==> src/hw/rtl/sssd_pkg.sv <==
`timescale 1ns / 1ps
// ----------------------------------------------------------------------------
// sssd_pkg - shared types and helpers for the seven-segment scan driver
// word layouts, action and register codes, character decode, decimal split
// ----------------------------------------------------------------------------
package sssd_pkg;

	localparam int unsigned DWELL_MAX_DEF = 1000;
	localparam int unsigned NUM_DIGITS    = 4;
	localparam int unsigned CFG_IDX_W     = 1;
	localparam int unsigned CFG_DATA_W    = 4;

	typedef enum logic [2:0] {
		ACT_TICK        = 3'd0,
		ACT_SET_CHAR    = 3'd1,
		ACT_SET_HOURS   = 3'd2,
		ACT_SET_MINUTES = 3'd3,
		ACT_SET_DP      = 3'd4
	} action_t;

	typedef enum logic [CFG_IDX_W-1:0] {
		CFG_COMMON_ANODE = 1'd0,
		CFG_BRIGHTNESS   = 1'd1
	} cfg_reg_t;

	localparam logic [7:0] CHAR_SPACE = 8'h20;
	localparam logic [7:0] CHAR_ZERO  = 8'h30;

	typedef struct packed {
		logic [2:0] action;
		logic [2:0] position;
		logic [7:0] char_code;
		logic       blank_others;
		logic [7:0] time_value;
		logic [7:0] dp_mode;
	} in_word_t;

	typedef struct packed {
		logic [3:0] digit_lines;
		logic [7:0] segment_lines;
	} out_word_t;

	// control from the input stage to the store and the scan logic
	typedef struct packed {
		logic     fire;
		in_word_t word;
	} stage_ctl_t;

	// segments a..g in bits 0..6
	function automatic logic [6:0] decode_char(input logic [7:0] c);
		logic [6:0] s;
		case (c)
			"0":     s = 7'h3F;
			"1":     s = 7'h06;
			"2":     s = 7'h5B;
			"3":     s = 7'h4F;
			"4":     s = 7'h66;
			"5":     s = 7'h6D;
			"6":     s = 7'h7D;
			"7":     s = 7'h07;
			"8":     s = 7'h7F;
			"9":     s = 7'h6F;
			"A":     s = 7'h77;
			"B":     s = 7'h7C;
			"C":     s = 7'h39;
			"D":     s = 7'h5E;
			"E":     s = 7'h79;
			"F":     s = 7'h71;
			"-":     s = 7'h40;
			default: s = 7'h00;
		endcase
		return s;
	endfunction

	// tens by reciprocal multiply, exact for all 8-bit values
	function automatic logic [4:0] tens_of(input logic [7:0] v);
		logic [15:0] prod;
		prod = 16'(v) * 16'd205;
		return prod[15:11];
	endfunction

	function automatic logic [3:0] units_of(input logic [7:0] v);
		logic [7:0] t10;
		logic [7:0] diff;
		t10  = 8'(tens_of(v)) * 8'd10;
		diff = v - t10;
		return diff[3:0];
	endfunction

endpackage

==> src/hw/rtl/sssd_disp_store.sv <==
`timescale 1ns / 1ps
// ----------------------------------------------------------------------------
// sssd_disp_store - digit characters and decimal points
// applies writes and gives the digit mask for the scanned segment
// ----------------------------------------------------------------------------
module sssd_disp_store (
	input  logic                clk,
	input  logic                arst_n,
	input  sssd_pkg::stage_ctl_t ctl,
	input  logic [2:0]          seg,
	output logic [3:0]          lit_mask
);
	import sssd_pkg::*;

	logic [7:0] char_q [NUM_DIGITS];
	logic [7:0] char_d [NUM_DIGITS];
	logic [1:0] dp_q;   // dp of digits 3 and 4
	logic [1:0] dp_d;
	logic [7:0] pattern [NUM_DIGITS];
	logic [1:0] pos_idx;
	logic [7:0] tens_char;
	logic [7:0] units_char;
	logic [4:0] tens;

	assign pos_idx    = 2'(ctl.word.position - 3'd1);
	assign tens       = tens_of(ctl.word.time_value);
	assign tens_char  = (tens > 5'd9) ? CHAR_SPACE : CHAR_ZERO + 8'(tens);
	assign units_char = CHAR_ZERO + 8'(units_of(ctl.word.time_value));

	always_comb begin
		char_d = char_q;
		dp_d   = dp_q;
		case (ctl.word.action)
			ACT_SET_CHAR: begin
				if (ctl.word.position inside {[3'd1:3'd4]}) begin
					if (ctl.word.blank_others) begin
						for (int k = 0; k < NUM_DIGITS; k++) char_d[k] = CHAR_SPACE;
					end
					char_d[pos_idx] = ctl.word.char_code;
				end
			end
			ACT_SET_HOURS: begin
				char_d[0] = tens_char;
				char_d[1] = units_char;
			end
			ACT_SET_MINUTES: begin
				char_d[2] = tens_char;
				char_d[3] = units_char;
			end
			ACT_SET_DP: begin
				dp_d[0] = (ctl.word.dp_mode == 8'd2) || (ctl.word.dp_mode == 8'd3);
				dp_d[1] = (ctl.word.dp_mode inside {[8'd1:8'd3]});
			end
			default: ;
		endcase
	end

	// digits 1 and 2 never get a lit dp
	always_comb begin
		pattern[0] = {1'b0, decode_char(char_d[0])};
		pattern[1] = {1'b0, decode_char(char_d[1])};
		pattern[2] = {dp_d[0], decode_char(char_d[2])};
		pattern[3] = {dp_d[1], decode_char(char_d[3])};
		for (int k = 0; k < NUM_DIGITS; k++) lit_mask[k] = pattern[k][seg];
	end

	always_ff @(posedge clk or negedge arst_n) begin
		if (!arst_n) begin
			for (int k = 0; k < NUM_DIGITS; k++) char_q[k] <= CHAR_SPACE;
			dp_q <= 2'b00;
		end else if (ctl.fire) begin
			char_q <= char_d;
			dp_q   <= dp_d;
		end
	end

endmodule

==> src/hw/rtl/sssd_scan_ctl.sv <==
`timescale 1ns / 1ps
// ----------------------------------------------------------------------------
// sssd_scan_ctl - segment scan counter and dwell timer
// holds each segment for the dwell set by the brightness level
// ----------------------------------------------------------------------------
module sssd_scan_ctl #(
	parameter int unsigned DWELL_MAX = sssd_pkg::DWELL_MAX_DEF
) (
	input  logic                          clk,
	input  logic                          arst_n,
	input  logic                          bright_wr,
	input  logic [sssd_pkg::CFG_DATA_W-1:0] bright_level,
	input  logic                          fire_tick,
	output logic [2:0]                    seg
);
	import sssd_pkg::*;

	localparam int unsigned CW = $clog2(DWELL_MAX + 1);

	logic [CW-1:0] dwell_tab [16];
	logic [CW-1:0] dwell_q;
	logic [CW-1:0] count_q;
	logic [2:0]    seg_q;
	logic [CW:0]   count_nxt;

	// dwell per level, levels above ten act as ten
	for (genvar g = 0; g < 16; g++) begin : g_dwell
		localparam int unsigned L = (g > 10) ? 10 : g;
		localparam int unsigned T = (L == 0) ? 1 : (L - 1) * (DWELL_MAX - 10) / 9 + 10;
		assign dwell_tab[g] = CW'(T);
	end

	assign count_nxt = {1'b0, count_q} + (CW+1)'(1);
	assign seg       = seg_q;

	always_ff @(posedge clk or negedge arst_n) begin
		if (!arst_n) begin
			dwell_q <= CW'(1);
			count_q <= '0;
			seg_q   <= 3'd0;
		end else begin
			if (bright_wr) dwell_q <= dwell_tab[bright_level];
			if (fire_tick) begin
				if (count_nxt >= {1'b0, dwell_q}) begin
					count_q <= '0;
					seg_q   <= seg_q + 3'd1;
				end else begin
					count_q <= count_nxt[CW-1:0];
				end
			end
		end
	end

`ifndef SYNTHESIS
	a_seg_hold: assert property (@(posedge clk) disable iff (!arst_n)
		!fire_tick |=> $stable(seg_q))
		else $error("scan moved without a tick");

	a_tick_step: assert property (@(posedge clk) disable iff (!arst_n)
		fire_tick |=> (count_q == '0 && seg_q == 3'($past(seg_q) + 3'd1)) ||
			(count_q == CW'($past(count_q) + CW'(1)) && seg_q == $past(seg_q)))
		else $error("tick did not step dwell or segment");

	a_dwell_nonzero: assert property (@(posedge clk) disable iff (!arst_n)
		dwell_q != '0)
		else $error("dwell is zero");
`endif

endmodule

==> src/hw/rtl/seven_segment_scan_driver.sv <==
`timescale 1ns / 1ps
// ----------------------------------------------------------------------------
// seven_segment_scan_driver - four-digit seven-segment display scan driver
// one word in per tick or write, one word out with the pin levels
// ----------------------------------------------------------------------------
//
//  channel | signals                          | word
//  --------+----------------------------------+-------------------------------
//  in      | in_valid, in_ready, in_data      | action and its fields
//  out     | out_valid, out_ready, out_data   | digit and segment pin levels
//  cfg     | cfg_valid, cfg_ready, cfg_index  | 0 common_anode, 1 brightness
//          | cfg_data                         |
//
//  one word accepted every cycle while the result is drained; each word passes the
//  input register, then the result register, and its result is set by the single
//  store update pass
//  reset clears the characters to space, the scan to segment a, dwell to one tick
//  out_ready low holds the result register; the input stage then fills and in_ready drops
//  cfg is always ready; a taken write goes straight into its register
//
module seven_segment_scan_driver #(
	parameter int unsigned DWELL_MAX = sssd_pkg::DWELL_MAX_DEF
) (
	input  logic                            clk,
	input  logic                            arst_n,
	input  logic                            in_valid,
	output logic                            in_ready,
	input  sssd_pkg::in_word_t              in_data,
	output logic                            out_valid,
	input  logic                            out_ready,
	output sssd_pkg::out_word_t             out_data,
	input  logic                            cfg_valid,
	output logic                            cfg_ready,
	input  logic [sssd_pkg::CFG_IDX_W-1:0]  cfg_index,
	input  logic [sssd_pkg::CFG_DATA_W-1:0] cfg_data
);
	import sssd_pkg::*;

	// input stage
	in_word_t   word_s1;
	logic       valid_s1;
	// result register
	out_word_t  out_q;
	logic       out_valid_q;
	// config
	logic       common_anode_q;

	logic       advance;
	logic       fire;
	logic       cfg_fire;
	stage_ctl_t ctl;
	logic [2:0] seg;
	logic [3:0] lit_mask;
	out_word_t  result;

	// result slot free or being drained this cycle
	assign advance   = !out_valid_q || out_ready;
	assign fire      = valid_s1 && advance;
	assign in_ready  = !valid_s1 || advance;
	assign cfg_ready = 1'b1;
	assign cfg_fire  = cfg_valid && cfg_ready;

	assign ctl.fire = fire;
	assign ctl.word = word_s1;

	// characters and dp bits; mask uses the state after this word's write
	sssd_disp_store u_store (
		.clk      (clk),
		.arst_n   (arst_n),
		.ctl      (ctl),
		.seg      (seg),
		.lit_mask (lit_mask)
	);

	// scan position steps only on ticks, after the lines are taken
	sssd_scan_ctl #(
		.DWELL_MAX (DWELL_MAX)
	) u_scan (
		.clk          (clk),
		.arst_n       (arst_n),
		.bright_wr    (cfg_fire && cfg_index == CFG_BRIGHTNESS),
		.bright_level (cfg_data),
		.fire_tick    (fire && word_s1.action == ACT_TICK),
		.seg          (seg)
	);

	// pin polarity
	always_comb begin
		if (common_anode_q) begin
			result.digit_lines   = lit_mask;
			result.segment_lines = ~(8'd1 << seg);
		end else begin
			result.digit_lines   = ~lit_mask;
			result.segment_lines = 8'd1 << seg;
		end
	end

	always_ff @(posedge clk or negedge arst_n) begin
		if (!arst_n) begin
			valid_s1       <= 1'b0;
			out_valid_q    <= 1'b0;
			common_anode_q <= 1'b0;
		end else begin
			if (in_ready) valid_s1 <= in_valid;
			if (fire) out_valid_q <= 1'b1;
			else if (out_ready) out_valid_q <= 1'b0;
			if (cfg_fire && cfg_index == CFG_COMMON_ANODE) common_anode_q <= cfg_data[0];
		end
	end

	// payload registers
	always_ff @(posedge clk) begin
		if (in_valid && in_ready) word_s1 <= in_data;
		if (fire) out_q <= result;
	end

	assign out_valid = out_valid_q;
	assign out_data  = out_q;

`ifndef SYNTHESIS
	a_ready_when_free: assert property (@(posedge clk) disable iff (!arst_n)
		!out_valid_q |-> in_ready)
		else $error("input stalled with an empty result slot");

	a_fire_fills: assert property (@(posedge clk) disable iff (!arst_n)
		fire |=> out_valid_q)
		else $error("processed word produced no result");

	a_one_segment: assert property (@(posedge clk) disable iff (!arst_n)
		out_valid_q |-> ($onehot(out_q.segment_lines) || $onehot(~out_q.segment_lines)))
		else $error("more than one segment line driven");

	a_no_loss: assert property (@(posedge clk) disable iff (!arst_n)
		valid_s1 && !advance |=> valid_s1 && $stable(word_s1))
		else $error("stalled word lost");
`endif

endmodule

==> config.mk <==
export PLATFORM = sky130hd
export DESIGN_NAME = seven_segment_scan_driver
export DESIGN_NICKNAME = d
export VERILOG_FILES = /design/src/hw/rtl/sssd_pkg.sv /design/src/hw/rtl/sssd_disp_store.sv /design/src/hw/rtl/sssd_scan_ctl.sv /design/src/hw/rtl/seven_segment_scan_driver.sv
export SDC_FILE = /design/constraint.sdc
export NUM_CORES = 1
export LEC_CHECK = 0
export ABC_AREA = 1
export BUFFER_PORTS_ARGS = -buffer_cell sky130_fd_sc_hd__buf_2
export CAP_MARGIN = 40
export CORE_MARGIN = 2
export CORE_UTILIZATION = 40
export CTS_CLUSTER_SIZE = 12
export DETAILED_ROUTE_END_ITERATION = 6
export HOLD_SLACK_MARGIN = 0.06
export SETUP_SLACK_MARGIN = 0.05
export SKIP_CTS_REPAIR_TIMING = 1
export SKIP_LAST_GASP = 1
export SLEW_MARGIN = 10
export SYNTH_ARGS = -nofsm -noshare
export SYNTH_HDL_FRONTEND = slang
export SYNTH_SLANG_ARGS = --single-unit
export TNS_END_PERCENT = 5
==> constraint.sdc <==
create_clock -name clk -period 13.45 [get_ports clk]
set_input_delay 2.0175 -clock clk [delete_from_list [all_inputs] [get_ports clk]]
set_output_delay 2.0175 -clock clk [all_outputs]
set_load 0.1 [all_outputs]
## After elaboration in Yosys (flattened, before gate mapping)

Memory sizes are Yosys's and may differ from the RTL's. A register that Yosys moved wholly into a read port is not among the register bits.
Cells that the tools add are included.

| word-level totals | value |
|---|---|
| register bits after elaboration | 93 |
| memory bits (read-only) | 160 |
| input port bits | 41 |
| output and inout bits | 15 |
| logic and storage cells | 160 |
| memories kept | 1 |

Memory list:

| memory | words | width | read ports | clocked after memory_dff | write ports | line | text |
|---|---|---|---|---|---|---|---|
| (no name shown) | 16 | 10 | 1 | 1 | 0 | sssd_scan_ctl.sv:42 | `if (bright_wr) dwell_q <= dwell_tab[bright_level];` |

| operators by class | value |
|---|---|
| $add $sub $neg | 6 |
| $mul | 2 |
| order comparisons | 9 |
| eq/ne operators | 74 |
| shifts and indexed selects | 1 |
| multiplexer cells | 27 |
| bitwise gates (word level) | 5 |
| reductions and logical operators | 17 |

Operators with widths:

| kind | count |
|---|---|
| one-hot mux 7 bit (17 select lines) | 4 |
| equality test 8 x 6 -> 1 bit, second input constant | 44 |
| equality test 8 x 7 -> 1 bit, second input constant | 24 |
| two-way mux 32 bit | 4 |
| one-hot mux 16 bit (2 select lines) | 2 |
| bitwise mux 32 bit | 1 |
| demux 8 bit (select 2 bit) | 1 |
| equality test 8 x 2 -> 1 bit, second input constant | 2 |
| multiplier 8 x 8 -> 16 bit, second input constant | 1 |
| two-way mux 8 bit | 2 |
| binary-select mux 1 bit (select 3 bit) | 4 |
| two-way mux 12 bit | 1 |
| adder 10 x 1 -> 11 bit, second input constant | 1 |
| greater-or-equal comparator 11 x 10 -> 1 bit | 1 |
| two-way mux 10 bit | 1 |
| greater-or-equal comparator 8 x 1 -> 1 bit, second input constant | 1 |
| less-or-equal comparator 8 x 2 -> 1 bit, second input constant | 1 |
| logical AND 1 bit | 8 |
| NOT 8 bit | 1 |
| left shift 1 x 3 -> 8 bit, first input constant | 1 |
| adder 6 x 4 -> 7 bit, first input constant | 1 |
| adder 6 x 5 -> 7 bit, first input constant | 1 |
| equality test 3 x 2 -> 1 bit, second input constant | 2 |
| two-way mux 1 bit | 6 |
| other kinds (22) | 26 |

## Longest topological paths before layout

Gate-level depths: netlist (run 1).

| logic depth | value |
|---|---|
| depth after elaboration | 15 |
| mapped depth | 38 |
| depth with buffers taken out | 38 |

## By module

Synthesis (run 1) repeated with hierarchy kept, for this count alone.

| second synthesis, totals | value |
|---|---|
| cells, all modules | 1236 |
| area, all modules | 8703.3 sq um |

Modules (own cells, without submodules):

| module | times used | cells each | area each (sq um) | seq. area each (sq um) |
|---|---|---|---|---|
| sssd_disp_store | 1 | 909 | 5335.1 | 855.8 |
| seven_segment_scan_driver | 1 | 115 | 1727.9 | 1366.3 |
| sssd_scan_ctl | 1 | 212 | 1640.3 | 576.8 |

## Worst setup path after synthesis (run 1)

OpenSTA, ideal clock, no wires.

| timing | value |
|---|---|
| path type | register to register |
| start point | register word_s1 (netlist bit ctl[10]) |
| end point | register out_q (netlist bit out_data[9]) (data pin) |
| setup time | 253 ps |
| arrival time | 5534 ps |
| data required time | 13197 ps |
| path slack | 7663 ps |
| stages on the path, launching flop included | 38 |
| path buffers | 0 |
| period minus slack after synthesis | 5787 ps |
| cells stage by stage | edfxtp_1 > ha_1 > xor2_1 > ha_1 > fa_1 > inv_1 > fa_1 > inv_1 > ha_1 > nand2_1 > nand2_1 > nand2_1 > nand3_1 > inv_1 > nand2_2 > xor2_4 > ha_1 > inv_1 > [... 2 more ...] > inv_1 > or2_2 > nand3_1 > nand2_1 > nand2_2 > nand2_4 > nor2_4 > nand3_1 > nand2_1 > nor2_1 > nand3_1 > nand3_1 > nand2_1 > nand2_1 > nand2_1 > nand2_1 > nand2_1 > nand2_1 |

RTL lines:

| element | line | text |
|---|---|---|
| start, declared | seven_segment_scan_driver.sv:40 | `in_word_t word_s1;` |
| start signal, assigned | seven_segment_scan_driver.sv:113 | `if (in_valid && in_ready) word_s1 <= in_data;` |
| end signal, assigned | seven_segment_scan_driver.sv:114 | `if (fire) out_q <= result;` |
| end, declared | seven_segment_scan_driver.sv:43 | `out_word_t out_q;` |

==> results.md, run 1 <==
- Slew Limit Fails: 0
- Detailed Route WL: 21.8 mm
- DP HPWL: 17.0 mm
- Hold Violations, Final: 0
- Total track usage: 19.2%
- Max Clock Skew: 0.00910 ns
- Most used cell, CP: nand2_1
- Average cell area after synthesis: 7.26 sq um
- Leakage dissipation: 4.88 nW
- CP arrival: 6.44 ns
- DR vias: 7,989
- Pwr dens: roughly 190 nW/um^2
- Slew margin rel.: a little over half
- Syn. warnings: 0
- Die area: about 23,000 sq um
- Antenna-violating nets left: 0
- Diodes inserted: 0
- TritonCTS clock tree: built
- Worst-Margin Slew: 0.682 ns
- CTS Root Cell: clkbuf_16
- First-pass GRT wire length: 37.0 mm
- Critical Path Fanout Max: 7
- Core area: 21,600 sq um
- Slowest CP cell: fa_1
- Drt first pass iters: 6
- Startpoint Class: flop
- Clk sink count: 103
- Critical Path End Type: flop
- Post-synth EDFFs: 43
- Crit path largest cell delay: 0.53 ns
- Count leader, synth: nand2_1
- Share of cells above drive strength 1: 13.5%
- Tmin final: 6.34 ns
- I/O pins: 56
- Worst skew pair latency: between 0.3 and 0.4 ns
- Post-synth top area share: 15.7%
- Gate Count Post-Synth: 1,205
- Area contributors post-synth: dfrtp_1 (16%), edfxtp_1 (15%), nand2_1 (12%), ha_1 (10%), inv_1 (6.9%)
- Setup TNS: 0 ns
- PortBufs: 54
- Die height: 152 um
- Synth async-reset ratio: 58.3%
- NumNets Final: 1,379
- R2R Setup Slk: 7.11 ns
- Vias per cell: 5.18
- Post-synthesis sequential area ratio: 32.0%
- Drc violations: 0
- Synth Cell Area: roughly 8800 sq um
- Fillers: roughly 2,200
- FF+latch count, synth: 103
- Max cap viols: 0
- Setup CP Type: reg -> reg
- Area Overhead vs Synth: 10.6%
- Largest net degree at the start of global routing: 41
- FP Rows: 54
- Antenna violations before repair: 0
- WL/cell: around 14 um
- Tcrit/Tclk final: 47.1%
- Post-synth top cells: nand2_1 (287), inv_1 (162), nand3_1 (119)
- TritonCTS buffer count: 9
- Post-synth top flop: dfrtp_1
- Synth Net Count: 1,328
- Longest Clk Path Bufs: 2
- GP Congestion: 0.899
- CTS clock-pin slew for the worst setup and hold paths: 0.08 ns
- Fmax: 158 MHz
- Synth unique cells: 60
- Iter 0 DRT Violations: 558
- DIE WIDTH: 152 um
- VDD IR max: 100 uV
- GR Overflow Total: 0
- Critical path required time: ~14 ns
- Final setup viols: 0
- Initial Utilization: 40.5%
- Status: complete, no violations
- Finished Core Util: between 40% and 50%
- Dominant cell type by area after synthesis: dfrtp_1
- Vias in the first global route: 7,781
- RSZ-0062 raised after global routing: false
- # H-tree levels: 3
- Hold WC Path Type: reg -> reg
-- layout by cell type, fill, tap and decap left out, types with 5 or more instances in the layout --
cell type	Yosys	routed
nand2_1	287	287
inv_1	162	162
nand3_1	119	119
nor2_1	115	115
ha_1	72	72
o21ai_0	71	71
dfrtp_1	55	55
buf_2	5	54
edfxtp_1	43	43
nand4_1	28	28
a21oi_1	24	24
nand2_2	23	23
inv_2	23	23
xor2_1	19	19
nor3_1	13	13
nor2_2	13	13
o21ai_1	12	12
fa_1	10	10
a31oi_1	9	9
o22ai_1	9	9
clkbuf_16	0	9
a22oi_1	5	5
nor2_4	5	5
dfstp_2	5	5
-- final cells by class --
class                           instances  area (sq um)  area share, %
Tap cell                              280           350           3.62
Inverter                              187           702           7.25
Multi-Input combinational cell        895          5170           53.4
Clock buffer                           10           229           2.37
Timing Repair Buffer                   60           348           3.59
Sequential cell                       103          2800           28.9
Clock inverter                          6          77.6          0.802
-- stage by stage --
step	cell area [sq um]	worst slack [ns]	instances	hold WS [ns]	total power, mW
2_1_floorplan	8750	7.66	1205	0.453	1.29
3_3_place_gp	9320	7.26	1523	0.470	1.51
3_5_place_dp	9370	7.14	1525	0.477	1.52
4_1_cts	9680	7.10	1541	0.495	1.80
5_1_grt	9680	6.54	1541	0.527	1.97
6_report	9680	7.11	1541	0.495	1.79
-- cells by family after synthesis --
logic type,after synthesis,share of synthesized area (%)
AND/OR/NAND/NOR,624,32.2
flip-flops,103,32.0
AO/OA/AOI/OAI,166,11.8
adder cells (fa/ha/maj),82,12.6
other,1,0.0429
XOR/XNOR,22,2.42
buffers and inverters,207,8.99
-- routing by layer --
metal | part of all wire, % | global-route usage (%) | up-vias
met5 | 0 | 0 | -
met4 | 2.1 | 5.52 | 0
met3 | 3.9 | 1.94 | 39
met2 | 49 | 33.9 | 194
met1 | 45 | 24.9 | 3678
li1 | - | - | 4078
-- worst max-delay path, delay by kind of cell (launching register included) --
family        cells  cell delay [ns]
fa+ha+maj         7             2.59
simple gates     21             1.98
flops             1             0.50
xor+xnor          3             0.63
buf+inv           6             0.37
-- where the power goes --
part,internal [mW],switching [mW],total [mW]
sequential,0.420,0.0642,0.484
clock,0.148,0.126,0.274
combinational,0.328,0.706,1.03
total,0.897,0.896,1.79
-- final timing paths --
| kind | from | cells after the start | end |
|---|---|---|---|
| worst max-delay path | ctl[10] | 37 | out_data[9] |
| worst min-delay path | u_store.char_q[17] | 2 | u_store.char_q[17] |
| worst max register to register | ctl[10] | 37 | out_data[9] |
| worst min register to register | u_store.char_q[17] | 2 | u_store.char_q[17] |
| max in group asynchronous | arst_n | 3 | u_store.char_q[29] |
| min in group asynchronous | arst_n | 2 | u_scan.seg[2] |
-- state kept, by name, indices dropped and copies added (netlist names) --
register,count
common_anode_q,1
ctl,31
out_data,12
out_valid,1
u_scan.count_q,10
u_scan.dwell_q,10
u_scan.seg,3
u_store.char_q,32
u_store.dp_q,2
valid_s1,1
No activity file was read; power rests on OpenSTA's default activity.
==> run 2: changes to the inputs <==
==> constraint.sdc (replaced) <==
create_clock -name clk -period 6.45 [get_ports clk]
set_input_delay 0.9675 -clock clk [delete_from_list [all_inputs] [get_ports clk]]
set_output_delay 0.9675 -clock clk [all_outputs]
set_load 0.1 [all_outputs]
==> run 2 against run 1 <==
  * Die area stayed put
  * Hold slack worse by 0.0031 ns
  * Worst setup slack worse by 6.8 ns
  * Clock skew is 0.0045 ns higher
  * Critical path type unchanged
  * Highest routed layer unchanged
==> results.md, run 2 (synthesis gave the netlist of run 1 again) <==
- Worst-Margin Slew: 0.672 ns (-0.0101 ns)
- Fmax: 164 MHz (+4.0%)
- Critical path origin: ctl[9]
- Crit path largest cell delay: 0.52 ns (about the same)
- TritonCTS clock tree: built
- Detailed Route WL: 22.0 mm (+1.4%)
- Met3 Use GR: 2.68% (+0.74 points)
- VDD IR max: 181 uV (+81%)
- WL/cell: 14.2 um (+0.45%)
- Drc violations: 0 (unchanged)
- CP arrival: 6.20 ns (-0.24 ns)
- Leading cell type in the layout, fill and taps excluded: nand2_1
- Critical path depth in cells: 36 (-2.7%)
- Slew margin rel.: 55.2% (+0.63 points)
- Status: complete, no violations
- GR Util met2: 34.2% (+0.28 points)
- Critical Path End Type: flop
- DP HPWL: 17.0 mm (-0.16%)
- Dpl ws: 0.203 ns (-6.94 ns)
- First-pass GRT wire length: 37.8 mm (+2.3%)
- FP Rows: 54 (unchanged)
- Vias in the first global route: 7,943 (+2.1%)
- Startpoint Class: flop
- Worst skew pair latency: 0.36 ns (about the same)
- Crit path capture: out_data[9]
- Longest Clk Path Bufs: 2 (unchanged)
- NumNets Final: 1,393 (+1.0%)
- Setup CP Type: reg -> reg
- Iter 0 DRT Violations: 415 (-26%)
- Worst r2r src: ctl[9]
- Tcrit/Tclk final: 94.5% (+47 points)
- Tmin final: 6.09 ns (-0.242 ns)
- Share of cells above drive strength 1: 16.2% (+2.7 points)
- Grt met1 use: 25.1% (+0.19 points)
- DR vias: 8,071 (+1.0%)
- Worst path buffer plus inverter count: 6 (unchanged)
- Slowest CP cell: fa_1
- Setup TNS: 0 ns (unchanged)
- I/O pins: 56 (unchanged)
- Pwr dens: 400 nW/um^2 (+120%)
- Core area: 21,600 sq um (unchanged)
- Fillers: 2,192 (+0.23%)
- TritonCTS buffer count: 9 (unchanged)
- Hold WC Path Type: reg -> reg
- # H-tree levels: 3 (unchanged)
- GR Overflow Total: 0 (unchanged)
- Die area: 23,100 sq um (unchanged)
- CP delay by family, top: adder cells
- CTS clock-pin slew for the worst setup and hold paths: 0.08 ns (about the same)
- PortBufs: 54 (unchanged)
- Largest net degree at the start of global routing: 44 (+7.3%)
- Most flops, register: u_store.char_q
- R2R Setup Slk: 0.36 ns (-6.76 ns)
- Max Clock Skew: 0.0136 ns (+0.00454 ns)
- DIE WIDTH: 152 um (unchanged)
- R2r worst-path depth: 36 (-2.7%)
- Drt first pass iters: 5 (-1)
- Vias per cell: 5.19 (+0.12%)
- Leakage dissipation: 4.98 nW (+2.1%)
- Antenna-violating nets left: 0 (unchanged)
- Most frequent cells in the layout: nand2_1 (282), inv_1 (162), nand3_1 (113)
- Number of flip-flops in the largest register: 32 (unchanged)
- Diodes inserted: 0 (unchanged)
- Hold Violations, Final: 0 (unchanged)
- Global route hottest layer: met2
- Initial Utilization: 40.5% (unchanged)
- Antenna violations before repair: 0 (unchanged)
- Slew Limit Fails: 0 (unchanged)
- Critical Path Fanout Max: 8 (+1)
- Worst R2R End: out_data[9]
- Clk sink count: 103 (unchanged)
- CTS Root Cell: clkbuf_16
- GP Congestion: 0.886 (-1.5%)
- Total track usage: 19.6% (+0.44 points)
- Hold depth: 2 (unchanged)
- Max cap viols: 0 (unchanged)
- Critical path required time: 6.56 ns (-7.00 ns)
- Area Overhead vs Synth: 13.6%
- Most used cell, CP: nand2_1
- Final WS setup: 0.357 ns (-6.76 ns)
- Final setup viols: 0 (unchanged)
- Die height: 152 um (unchanged)
-- run 2: cell types whose count changed in the layout (fill, tap and decap cells not counted), moves of 2 or more --
cell     change
nand3_4      +2
nand2_4      +3
ha_1         -4
nor2_2       +3
buf_4       +13
nand3_2      +4
ha_4         +3
nor2_1       -4
nand2_1      -5
nand3_1      -6
-- run 2: how the worst min path moves through the flow --
| stage | slack (ns) | endpoint | from |
|---|---|---|---|
| 4_1_cts | 0.50 | u_store.char_q[17] | u_store.char_q[17] |
| 3_3_place_gp | 0.47 | u_store.char_q[17] | u_store.char_q[17] |
| 5_1_grt | 0.51 | u_store.char_q[5] | u_store.char_q[5] |
| 2_1_floorplan | 0.45 | u_store.char_q[16] | u_store.char_q[16] |
| 3_5_place_dp | 0.48 | u_store.char_q[17] | u_store.char_q[17] |
| 6_report | 0.49 | u_store.char_q[16] | u_store.char_q[16] |
-- run 2: through the flow --
step / power [mW] / util, % / area (sq um) / hold slack, ns / std cells
final: 3.97 / 46.0 / 9940 / 0.492 / 1555
after global routing: 4.35 / 46.0 / 9940 / 0.511 / 1555
after CTS: 3.76 / 44.8 / 9690 / 0.499 / 1543
after detailed placement: 3.17 / 43.4 / 9390 / 0.480 / 1527
after global placement: 3.16 / 43.2 / 9340 / 0.471 / 1525
after floorplan: 2.69 / - / 8750 / 0.453 / 1205
-- run 2: cell type report --
class	instances	area [sq um]	share of cell area, %
clock inverters	6	77.6	0.780
flip-flops and latches	103	2800	28.2
inverters	187	702	7.06
clock buffers	10	229	2.30
multi-input cells	895	5330	53.6
repair buffers	74	457	4.59
well taps	280	350	3.52
-- run 2: layer usage --
| metal | vias up | wire length [um] |
|---|---|---|
| met5 | - | 0 |
| met4 | 0 | 551 |
| met3 | 42 | 989 |
| met2 | 225 | 10700 |
| met1 | 3695 | 9770 |
| li1 | 4109 | - |
-- run 2: worst min-delay path: stages (launching register included) --
cell     delay [ns]
dfrtp_1        0.34
nand2_1        0.05
o21ai_0        0.06
-- run 2: report_power, final --
group	internal, mW	switching (mW)
combinational	0.812	1.58
sequential	0.876	0.133
clock	0.309	0.260
==> run 3: changes to the inputs <==
==> constraint.sdc (replaced) <==
create_clock -name clk -period 7.6 [get_ports clk]
set_input_delay 1.14 -clock clk [delete_from_list [all_inputs] [get_ports clk]]
set_output_delay 1.14 -clock clk [all_outputs]
set_load 0.1 [all_outputs]
==> run 3 against run 2 <==
  * Cell count fell by 0.90%
  * First-iteration DRC count rose by 23%
  * Clock skew down 0.0033 ns
  * Global-route usage down 0.44 points
  * Critical path depth is 1 higher
  * Sequential power decreased by 15%
  * Power down 20%
  * Cell area down 2.8%
  * Combinational power decreased by 23%
  * Sequential share of layout area up 0.82 points
  * Largest cell class unchanged
  * Maximum frequency fell by 4.8%
==> results.md, run 3 (synthesis gave the netlist of run 1 again) <==
- Total power: 3.16 mW (-20%)
- Critical Path End Type: flop
- Hold WC Path Type: reg -> reg
- Leakage dissipation: 4.87 nW (-2.2%)
- Worst-Margin Slew: 0.712 ns (+0.0404 ns)
- Final setup viols: 0 (unchanged)
- Critical path required time: 7.72 ns (+1.16 ns)
- CTS clock-pin slew for the worst setup and hold paths: 0.08 ns (about the same)
- Slew Limit Fails: 0 (unchanged)
- Detailed Route WL: 21.9 mm (-0.85%)
- Worst skew pair latency: 0.36 ns (about the same)
- CTS Root Cell: clkbuf_16
- DIE WIDTH: 152 um (unchanged)
- Slowest CP cell: fa_1
- TritonCTS clock tree: built
- Most used cell, CP: nand2_1
- Diodes inserted: 0 (unchanged)
- Critical Path Fanout Max: 8 (unchanged)
- Leading cell type in the layout, fill and taps excluded: nand2_1
- Pwr dens: 327 nW/um^2 (-18%)
- Startpoint Class: flop
- Placed cell count: 1,525 (-0.13%)
- Most flops, register: u_store.char_q
- I/O pins: 56 (unchanged)
- RSZ-0062 raised after global routing: false
- Longest Clk Path Bufs: 2 (unchanged)
- Hold Violations, Final: 0 (unchanged)
- Total track usage: 19.2% (-0.44 points)
- GR Overflow Total: 0 (unchanged)
- PortBufs: 54 (unchanged)
- Setup TNS: 0 ns (unchanged)
- # H-tree levels: 3 (unchanged)
- Max Clock Skew: 0.0103 ns (-0.00334 ns)
- Fmax: 156 MHz (-4.8%)
- Number of flip-flops in the largest register: 32 (unchanged)
- Setup CP Type: reg -> reg
- TritonCTS buffer count: 9 (unchanged)
- Initial Utilization: 40.5% (unchanged)
- Area Overhead vs Synth: 10.4%
- Tmin final: 6.40 ns (+0.308 ns)
- Core area: 21,600 sq um (unchanged)
- Antenna-violating nets left: 0 (unchanged)
- Max cap viols: 0 (unchanged)
- DP HPWL: 17.1 mm (+0.70%)
- Finished Core Util: 44.7% (-1.3 points)
- Slew margin rel.: 52.5% (-2.6 points)
- Iter 0 DRT Violations: 511 (+23%)
- Vias per cell: 5.17 (-0.42%)
- Clk sink count: 103 (unchanged)
- NumNets Final: 1,379 (-1.0%)
- Status: complete, no violations
- Drt first pass iters: 5 (unchanged)
- Tcrit/Tclk final: 84.2% (-10 points)
- Antenna violations before repair: 0 (unchanged)
- Die area: 23,100 sq um (unchanged)
- Drc violations: 0 (unchanged)
- Min Hold Slack: 0.503 ns (+0.0104 ns)
- Layout Cells excl Fill: 1,541 (-0.90%)
- WL/cell: 14.2 um (about the same)
- Vias in the first global route: 7,659 (-3.6%)
- First-pass GRT wire length: 36.9 mm (-2.3%)
- CP arrival: 6.52 ns (+0.32 ns)
- GP Congestion: 0.898 (+1.5%)
- VDD IR max: 156 uV (-14%)
- Most frequent cells in the layout: nand2_1 (287), inv_1 (162), nand3_1 (119)
- DR vias: 7,965 (-1.3%)
- Crit path largest cell delay: 0.52 ns (about the same)
- Share of cells above drive strength 1: 13.5% (-2.7 points)
- Die height: 152 um (unchanged)
- FP Rows: 54 (unchanged)
- Largest net degree at the start of global routing: 41 (-6.8%)
## run 3: changes by cell type in the layout (fill, tap and decap cells not counted), sizes merged
cell | previous run | this run
inv | 188 | 189
buf | 74 | 60
bufinv | 1 | 0
## run 3: final timing paths
check                              startpoint            endpoint  slack [ns]  depth (start not counted)
max in group asynchronous              arst_n  u_store.char_q[21]        6.21                          3
hold / removal             u_store.char_q[16]  u_store.char_q[16]        0.50                          2
hold reg to reg            u_store.char_q[16]  u_store.char_q[16]        0.50                          2
setup / recovery                      ctl[10]         out_data[9]        1.20                         37
setup reg to reg                      ctl[10]         out_data[9]        1.20                         37
min in group asynchronous              arst_n       u_scan.seg[2]        0.79                          2
## run 3: cell type report
| class | count | area [sq um] |
|---|---|---|
| clock inverter | 6 | 61.3 |
| timing repair buffer | 60 | 348 |
| tap | 280 | 350 |
| inverter | 187 | 702 |
| clock buffer | 10 | 229 |
| multi-input combinational | 895 | 5170 |
| sequential | 103 | 2800 |
| fill | 2197 | 12000 |
## run 3: critical path: cells and delay by family (launching register included)
family	cells	cell delay, ns
and+or+nand+nor	22	2.11
xor gates and xnor gates	3	0.62
adders and majority gates	7	2.59
buffers and inverters	5	0.31
DFF	1	0.51
## run 3: metrics by stage
step,setup WS [ns],area [sq um]
after floorplan,1.81,8750
after global placement,1.41,9320
after detailed placement,1.26,9370
after CTS,1.23,9660
after global routing,0.625,9660
final,1.20,9660
## run 3: metal layers
metal / GRT usage (%) / vias to the layer above / share of wire, %
met2: 33.6 / 188 / 49
met5: 0 / - / 0
met1: 24.9 / 3650 / 45
met3: 2.00 / 31 / 3.9
met4: 6.19 / 0 / 1.9
li1: - / 4096 / -
## run 3: power by group
part / total (mW) / switching [mW] / internal (mW)
clock: 0.461 / 0.230 / 0.231
sequential: 0.857 / 0.114 / 0.743
combinational: 1.84 / 1.26 / 0.583
